$ cat config.mk
export PLATFORM = sky130hd
export DESIGN_NAME = slcan_frame_ascii_encoder
export DESIGN_NICKNAME = d
export VERILOG_FILES = /design/src/hw/rtl/sfae_pkg.sv /design/src/hw/rtl/sfae_nibble_shift.sv /design/src/hw/rtl/sfae_sequencer.sv /design/src/hw/rtl/slcan_frame_ascii_encoder.sv
export SDC_FILE = /design/constraint.sdc
export NUM_CORES = 1
export LEC_CHECK = 0
export BUFFER_PORTS_ARGS = -buffer_cell sky130_fd_sc_hd__buf_2
export CAP_MARGIN = 20
export CORE_UTILIZATION = 42
export DETAILED_ROUTE_END_ITERATION = 7
export GPL_ROUTABILITY_DRIVEN = 0
export SYNTH_ARGS = -nofsm -noshare
export SYNTH_HDL_FRONTEND = slang
export SYNTH_SLANG_ARGS = --single-unit
$ cat constraint.sdc
create_clock -name clock -period 4.7 [get_ports clock]
set_input_delay 0.705 -clock clock [delete_from_list [all_inputs] [get_ports clock]]
set_output_delay 0.705 -clock clock [all_outputs]
set_load 0.02 [all_outputs]
$ cat src/hw/rtl/sfae_pkg.sv
// Shared types, constants and helpers for the SLCAN frame line encoder.
// Has no dependencies. Every other RTL file imports it.
`default_nettype none

package sfae_pkg;

   localparam int IdentWidth   = 29;
   localparam int LengthWidth  = 4;
   localparam int PayloadWidth = 64;
   localparam int StampWidth   = 16;
   localparam int CharWidth    = 7;
   localparam int NibbleWidth  = 4;
   localparam int CountWidth   = 5;

   // The identifier shifter holds eight nibbles.
   localparam int IdentShiftWidth = 32;

   localparam logic [CharWidth-1:0] CHAR_CR       = 7'h0D;
   localparam logic [CharWidth-1:0] CHAR_ZERO     = 7'h30;
   localparam logic [CharWidth-1:0] CHAR_UPPER_A  = 7'h41;
   localparam logic [CharWidth-1:0] CHAR_UPPER_R  = 7'h52;
   localparam logic [CharWidth-1:0] CHAR_UPPER_T  = 7'h54;
   localparam logic [CharWidth-1:0] CHAR_LOWER_R  = 7'h72;
   localparam logic [CharWidth-1:0] CHAR_LOWER_T  = 7'h74;

   localparam logic [LengthWidth-1:0] MaxDataBytes = 4'd8;

   typedef enum logic [2:0] {
      ST_IDLE,
      ST_TYPE,
      ST_IDENT,
      ST_LENGTH,
      ST_DATA,
      ST_STAMP,
      ST_END
   } state_type;

   typedef struct packed {
      logic load;
      logic shift_ident;
      logic shift_data;
      logic shift_stamp;
   } ctrl_type;

   function automatic logic [CharWidth-1:0] hex_char(input logic [NibbleWidth-1:0] nibble);
      logic [CharWidth-1:0] wide;
      wide = {{(CharWidth-NibbleWidth){1'b0}}, nibble};
      if (nibble > 4'd9) begin
         hex_char = CHAR_UPPER_A + wide - 7'd10;
      end else begin
         hex_char = CHAR_ZERO + wide;
      end
   endfunction

endpackage

`default_nettype wire

$ cat src/hw/rtl/sfae_nibble_shift.sv
// Nibble-wide shift register: loads a word, then presents one hex digit per shift.
// Depends on sfae_pkg.
`default_nettype none

module sfae_nibble_shift #(
   parameter int Width = 32
) (
   input  wire logic                            clock,
   input  wire logic                            load,
   input  wire logic [Width-1:0]                load_value,
   input  wire logic                            shift,
   output logic [sfae_pkg::NibbleWidth-1:0]     nibble
);
   import sfae_pkg::*;

   logic [Width-1:0] data_ff;
   logic [Width-1:0] data_in;

   always_comb begin
      data_in = data_ff;
      if (load) begin
         data_in = load_value;
      end else if (shift) begin
         data_in = {data_ff[Width-NibbleWidth-1:0], {NibbleWidth{1'b0}}};
      end
   end

   always_ff @(posedge clock) begin
      data_ff <= data_in;
   end

   assign nibble = data_ff[Width-1 -: NibbleWidth];

endmodule

`default_nettype wire

$ cat src/hw/rtl/sfae_sequencer.sv
// Line sequencer: walks the fields of one frame and picks the character to emit.
// Depends on sfae_pkg; drives the nibble shifters through a control struct.
`default_nettype none

module sfae_sequencer (
   input  wire logic                              clock,
   input  wire logic                              reset,
   input  wire logic                              req_valid,
   input  wire logic                              is_extended,
   input  wire logic                              is_remote,
   input  wire logic [sfae_pkg::LengthWidth-1:0]  length_code,
   input  wire logic                              timestamp_enable,
   input  wire logic                              advance,
   input  wire logic [sfae_pkg::NibbleWidth-1:0]  ident_nibble,
   input  wire logic [sfae_pkg::NibbleWidth-1:0]  data_nibble,
   input  wire logic [sfae_pkg::NibbleWidth-1:0]  stamp_nibble,
   output logic                                   busy,
   output logic                                   char_valid,
   output logic [sfae_pkg::CharWidth-1:0]         char_value,
   output logic                                   char_last,
   output sfae_pkg::ctrl_type                     ctrl
);
   import sfae_pkg::*;

   state_type              state_ff, state_in;
   logic [CountWidth-1:0]  count_ff, count_in;
   logic                   ext_ff, ext_in;
   logic                   rtr_ff, rtr_in;
   logic [LengthWidth-1:0] dlc_ff, dlc_in;

   always_ff @(posedge clock) begin
      if (reset) begin
         state_ff <= ST_IDLE;
      end else begin
         state_ff <= state_in;
      end
   end

   always_ff @(posedge clock) begin
      count_ff <= count_in;
      ext_ff   <= ext_in;
      rtr_ff   <= rtr_in;
      dlc_ff   <= dlc_in;
   end

   always_comb begin
      state_in   = state_ff;
      count_in   = count_ff;
      ext_in     = ext_ff;
      rtr_in     = rtr_ff;
      dlc_in     = dlc_ff;
      busy       = 1'b1;
      char_valid = 1'b1;
      char_value = CHAR_CR;
      char_last  = 1'b0;
      ctrl       = '0;
      unique case (state_ff)
         ST_IDLE: begin
            busy       = 1'b0;
            char_valid = 1'b0;
            if (req_valid) begin
               ctrl.load = 1'b1;
               ext_in    = is_extended;
               rtr_in    = is_remote;
               dlc_in    = length_code;
               state_in  = ST_TYPE;
            end
         end
         ST_TYPE: begin
            if (ext_ff) begin
               char_value = rtr_ff ? CHAR_UPPER_R : CHAR_UPPER_T;
            end else begin
               char_value = rtr_ff ? CHAR_LOWER_R : CHAR_LOWER_T;
            end
            if (advance) begin
               count_in = ext_ff ? 5'd7 : 5'd2;
               state_in = ST_IDENT;
            end
         end
         ST_IDENT: begin
            char_value = hex_char(ident_nibble);
            if (advance) begin
               ctrl.shift_ident = 1'b1;
               count_in         = count_ff - 5'd1;
               if (count_ff == '0) begin
                  state_in = ST_LENGTH;
               end
            end
         end
         ST_LENGTH: begin
            char_value = hex_char(dlc_ff);
            if (advance) begin
               priority if (!rtr_ff && dlc_ff != '0) begin
                  count_in = (dlc_ff > MaxDataBytes) ? 5'd15 : ({dlc_ff, 1'b0} - 5'd1);
                  state_in = ST_DATA;
               end else if (timestamp_enable) begin
                  count_in = 5'd3;
                  state_in = ST_STAMP;
               end else begin
                  state_in = ST_END;
               end
            end
         end
         ST_DATA: begin
            char_value = hex_char(data_nibble);
            if (advance) begin
               ctrl.shift_data = 1'b1;
               count_in        = count_ff - 5'd1;
               if (count_ff == '0) begin
                  count_in = 5'd3;
                  state_in = timestamp_enable ? ST_STAMP : ST_END;
               end
            end
         end
         ST_STAMP: begin
            char_value = hex_char(stamp_nibble);
            if (advance) begin
               ctrl.shift_stamp = 1'b1;
               count_in         = count_ff - 5'd1;
               if (count_ff == '0) begin
                  state_in = ST_END;
               end
            end
         end
         ST_END: begin
            char_value = CHAR_CR;
            char_last  = 1'b1;
            if (advance) begin
               state_in = ST_IDLE;
            end
         end
         default: begin
            state_in = ST_IDLE;
         end
      endcase
   end

endmodule

`default_nettype wire

$ cat src/hw/rtl/slcan_frame_ascii_encoder.sv
// SLCAN frame line encoder: one CAN frame in, its ASCII line out one character per item.
// A taken frame sets the sequencer to its type state, whose letter goes through the output
// register to rsp_valid. A line has L characters (6 to 31); frames are taken only in idle.
// Unless stalled, the sequencer walks one hex digit per cycle out of the nibble shifters.
// Reset clears the sequencer, the output valid flag and the timestamp enable.
// Depends on sfae_pkg, sfae_nibble_shift and sfae_sequencer.
`default_nettype none

module slcan_frame_ascii_encoder (
   input  wire logic                               clock,
   input  wire logic                               reset,
   input  wire logic                               req_valid,
   output logic                                    req_stall,
   input  wire logic                               req_is_extended,
   input  wire logic                               req_is_remote,
   input  wire logic [sfae_pkg::IdentWidth-1:0]    req_identifier,
   input  wire logic [sfae_pkg::LengthWidth-1:0]   req_length_code,
   input  wire logic [sfae_pkg::PayloadWidth-1:0]  req_payload,
   input  wire logic [sfae_pkg::StampWidth-1:0]    req_stamp,
   output logic                                    rsp_valid,
   input  wire logic                               rsp_stall,
   output logic [sfae_pkg::CharWidth-1:0]          rsp_ascii_char,
   output logic                                    rsp_last_char,
   input  wire logic                               csr_write_enable,
   input  wire logic                               csr_write_data
);
   import sfae_pkg::*;

   logic                       ts_enable_ff;
   logic                       out_valid_ff, out_valid_in;
   logic [CharWidth-1:0]       out_char_ff, out_char_in;
   logic                       out_last_ff, out_last_in;

   logic                       busy;
   logic                       char_valid;
   logic [CharWidth-1:0]       char_value;
   logic                       char_last;
   logic                       advance;
   ctrl_type                   ctrl;
   logic [NibbleWidth-1:0]     ident_nibble;
   logic [NibbleWidth-1:0]     data_nibble;
   logic [NibbleWidth-1:0]     stamp_nibble;
   logic [IdentShiftWidth-1:0] ident_load;

   // Standard identifiers are left aligned so their top digit is shifted out first.
   assign ident_load = req_is_extended
      ? {{(IdentShiftWidth-IdentWidth){1'b0}}, req_identifier}
      : {req_identifier[11:0], {(IdentShiftWidth-12){1'b0}}};

   assign advance   = char_valid && (!out_valid_ff || !rsp_stall);
   assign req_stall = busy;

   sfae_sequencer u_sequencer (
      .clock            (clock),
      .reset            (reset),
      .req_valid        (req_valid),
      .is_extended      (req_is_extended),
      .is_remote        (req_is_remote),
      .length_code      (req_length_code),
      .timestamp_enable (ts_enable_ff),
      .advance          (advance),
      .ident_nibble     (ident_nibble),
      .data_nibble      (data_nibble),
      .stamp_nibble     (stamp_nibble),
      .busy             (busy),
      .char_valid       (char_valid),
      .char_value       (char_value),
      .char_last        (char_last),
      .ctrl             (ctrl)
   );

   sfae_nibble_shift #(.Width(IdentShiftWidth)) u_ident_shift (
      .clock      (clock),
      .load       (ctrl.load),
      .load_value (ident_load),
      .shift      (ctrl.shift_ident),
      .nibble     (ident_nibble)
   );

   sfae_nibble_shift #(.Width(PayloadWidth)) u_data_shift (
      .clock      (clock),
      .load       (ctrl.load),
      .load_value (req_payload),
      .shift      (ctrl.shift_data),
      .nibble     (data_nibble)
   );

   sfae_nibble_shift #(.Width(StampWidth)) u_stamp_shift (
      .clock      (clock),
      .load       (ctrl.load),
      .load_value (req_stamp),
      .shift      (ctrl.shift_stamp),
      .nibble     (stamp_nibble)
   );

   always_comb begin
      out_valid_in = out_valid_ff;
      out_char_in  = out_char_ff;
      out_last_in  = out_last_ff;
      if (advance) begin
         out_valid_in = 1'b1;
         out_char_in  = char_value;
         out_last_in  = char_last;
      end else if (!rsp_stall) begin
         out_valid_in = 1'b0;
      end
   end

   always_ff @(posedge clock) begin
      if (reset) begin
         out_valid_ff <= 1'b0;
         ts_enable_ff <= 1'b0;
      end else begin
         out_valid_ff <= out_valid_in;
         if (csr_write_enable) begin
            ts_enable_ff <= csr_write_data;
         end
      end
   end

   always_ff @(posedge clock) begin
      out_char_ff <= out_char_in;
      out_last_ff <= out_last_in;
   end

   assign rsp_valid      = out_valid_ff;
   assign rsp_ascii_char = out_char_ff;
   assign rsp_last_char  = out_last_ff;

endmodule

`default_nettype wire

==> flow_summary.toml <==
[pwr]
powerDensity_nw_per_um2 = 669
power_mw = 5.28
max-vdd-ir-drop_mv = 0.319
leakage_nw = 3.48

[yosys]
synth_top_area_share_pct = 59.7
synth_flop_cell = "edfxtp_1"
syn_area_um2 = 6590
ys_seq_elements = 136
yosysSeqAreaShare_pct = 61.3
yosys-top-cells-area = "edfxtp_1, nand2_1, ha_1"
postSynthCellCount = 657
yosys_warnings = 0
synth.avg_cell_area_um2 = 10.0
syn-num-nets = 787
synth_edf_count = 131
async_flop_share_pct = 0
synth_top_area_cell = "edfxtp_1"
synth_cell_types = 57

[final_layout]
nets = 906
final_cell_area_um2 = 7890
final_common_cell = "nand2_1"
n_fill_cell = 1435
area_growth_pct = 19.7
num_antenna_cells = 0
drive_above_1_share_pct = 21.9
most-common-layout-cells = "nand2_1, edfxtp_1, buf_2"
stdcell_count = 998

[timing]
setup-violations-final = 0
fmax_mhz = 290
final-hold-violation-count = 0
fin_crit_ns = 3.45
rsz0062_at_grt = "false"
finClkSkew_ns = 0.0127
drv_slew = 0
maxSlewHeadroom_pct = 36.6
worst_slew_pin_slew_ns = 0.947
final.period_utilization_pct = 73.4
finalWorstSetupSlack_ns = 1.25
finalSetupTns_ns = 0

[critical_path]
crit_type = "register to register"
arrival_ns = 3.49
required_ns = 4.74
startpoint_type = "register"
worstSetupEndpointType = "register"
worst-path-max-fanout = 59

[drt]
via_per_inst = 5.04
dr.pass1.iters = 5
wl_per_cell_um = 14.7
vias = 5032
ant_nets = 0
drt_drc_violations_left = 0
first_iter_violations = 434
drt_wl_total_mm = 14.7

[outcome]
status = "completed"

[clocking]
cts-resized-gates = 0
hold_buffers = 0
cts_tree = "built"
root_buffer = "clkbuf_16"
cts-buffers-inserted = 17
path_clk_slew_ns = 0.05
cts_buffer_depth = 2
cts_setup_buffers = 0
clk-insertion-delay-late_ns = 0.42
clock-sinks = 136
htreeDepth = 4

[placed_design]
placed_area_um2 = 7380
dp_slack_ns = 1.26
dp_hpwl_mm = 9.94
io_buffers = 130
dp.cells = 968

[global_route]
top_usage_layer = "met2"
grt_max_degree = 61
gr-usage-met1_pct = 26.4
groute.usage.overall_pct = 19.2
grt_use_met3_pct = 4.06
grt_pass1_wl_mm = 24.0
grt_overflow = 0
grt_pass1_vias = 4808
use_met2_pct = 29.3
antenna_found_initial = 0

[run]
drv_cap = 0

[floorplanning]
rows = 45
fp.dieW_um = 127
start_util_pct = 43.2
dieArea_um2 = 16200
dieHeight_um = 127
ios = 131
core_area_um2 = 15300

[worst_hold_path]
hold_class = "input pin to register"
state kept, by name, indices dropped and copies added (netlist names):
name / flops
u_sequencer.ext_ff: 1
u_sequencer.count_ff: 5
ts_enable_ff: 1
u_sequencer.rtr_ff: 1
u_data_shift.data_ff: 64
rsp_ascii_char: 7
rsp_last_char: 1
u_ident_shift.data_ff: 32
rsp_valid: 1
u_sequencer.state_ff: 3
u_stamp_shift.data_ff: 16
u_sequencer.dlc_ff: 4
routing by layer:
metal	vias to the layer above	wire length (um)
li1	2497	-
met1	2368	6810
met2	146	6820
met3	21	774
met4	0	250
met5	-	0
logic make-up (layout without fill, tap and decap cells):
logic type	Yosys count	in the layout	share of synthesized area, %
xor gates and xnor gates	5	5	0.665
adders and majority gates	9	9	1.71
and+or+nand+nor	363	363	23.2
buffers and inverters	52	182	3.69
DFF	136	136	61.3
muxes	13	13	2.01
AOI/OAI and AO/OA	79	79	7.45
path summary, 6_finish.rpt:
path | slack [ns] | end | startpoint | cells after the start
worst max-delay path | 1.25 | u_sequencer.dlc_ff[0] | u_sequencer.state_ff[2] | 4
worst min register to register | 0.51 | u_ident_shift.data_ff[15] | u_ident_shift.data_ff[11] | 2
worst min-delay path | 0.47 | u_sequencer.dlc_ff[3] | req_length_code[3] | 1
worst max register to register | 1.25 | u_sequencer.dlc_ff[0] | u_sequencer.state_ff[2] | 4
cell usage after synthesis (all sizes together) (5+ instances only):
| library cell | number |
|---|---|
| nand3 | 19 |
| ha | 9 |
| nor3 | 5 |
| o21ai | 36 |
| clkbuf | 11 |
| nor2 | 20 |
| a21oi | 13 |
| inv | 17 |
| mux2i | 11 |
| nand2 | 284 |
| buf | 24 |
| edfxtp | 131 |
| dfxtp | 5 |
| and3 | 14 |
stage by stage:
| step | hold slack (ns) | util [%] |
|---|---|---|
| floorplan | 0.484 | - |
| global placement | 0.486 | 48.4 |
| detailed placement | 0.499 | 48.4 |
| CTS | 0.448 | 51.7 |
| global route | 0.454 | 51.7 |
| finish | 0.472 | 51.7 |
layout make-up:
class | instances | area, um^2 | share of cell area [%]
flip-flops and latches | 136 | 4030 | 51.2
multi-input cells | 469 | 2330 | 29.6
repair buffers | 135 | 688 | 8.73
clock buffers | 23 | 448 | 5.68
well taps | 211 | 264 | 3.35
inverters | 17 | 65.1 | 0.825
clock inverters | 7 | 55.1 | 0.698
power breakdown:
part	total [mW]	switching (mW)	leakage (nW)	internal [mW]
sequential	2.42	0.249	1.31	2.17
clock	1.17	0.461	0.245	0.711
combinational	1.68	1.15	1.93	0.537
critical path: stages, from the launching register on:
cell      delay, ns
dfxtp_1        0.58
nor3_2         0.76
nand2_4        0.51
clkinv_2       0.58
buf_4          0.60
No activity file was read; power rests on OpenSTA's default activity.
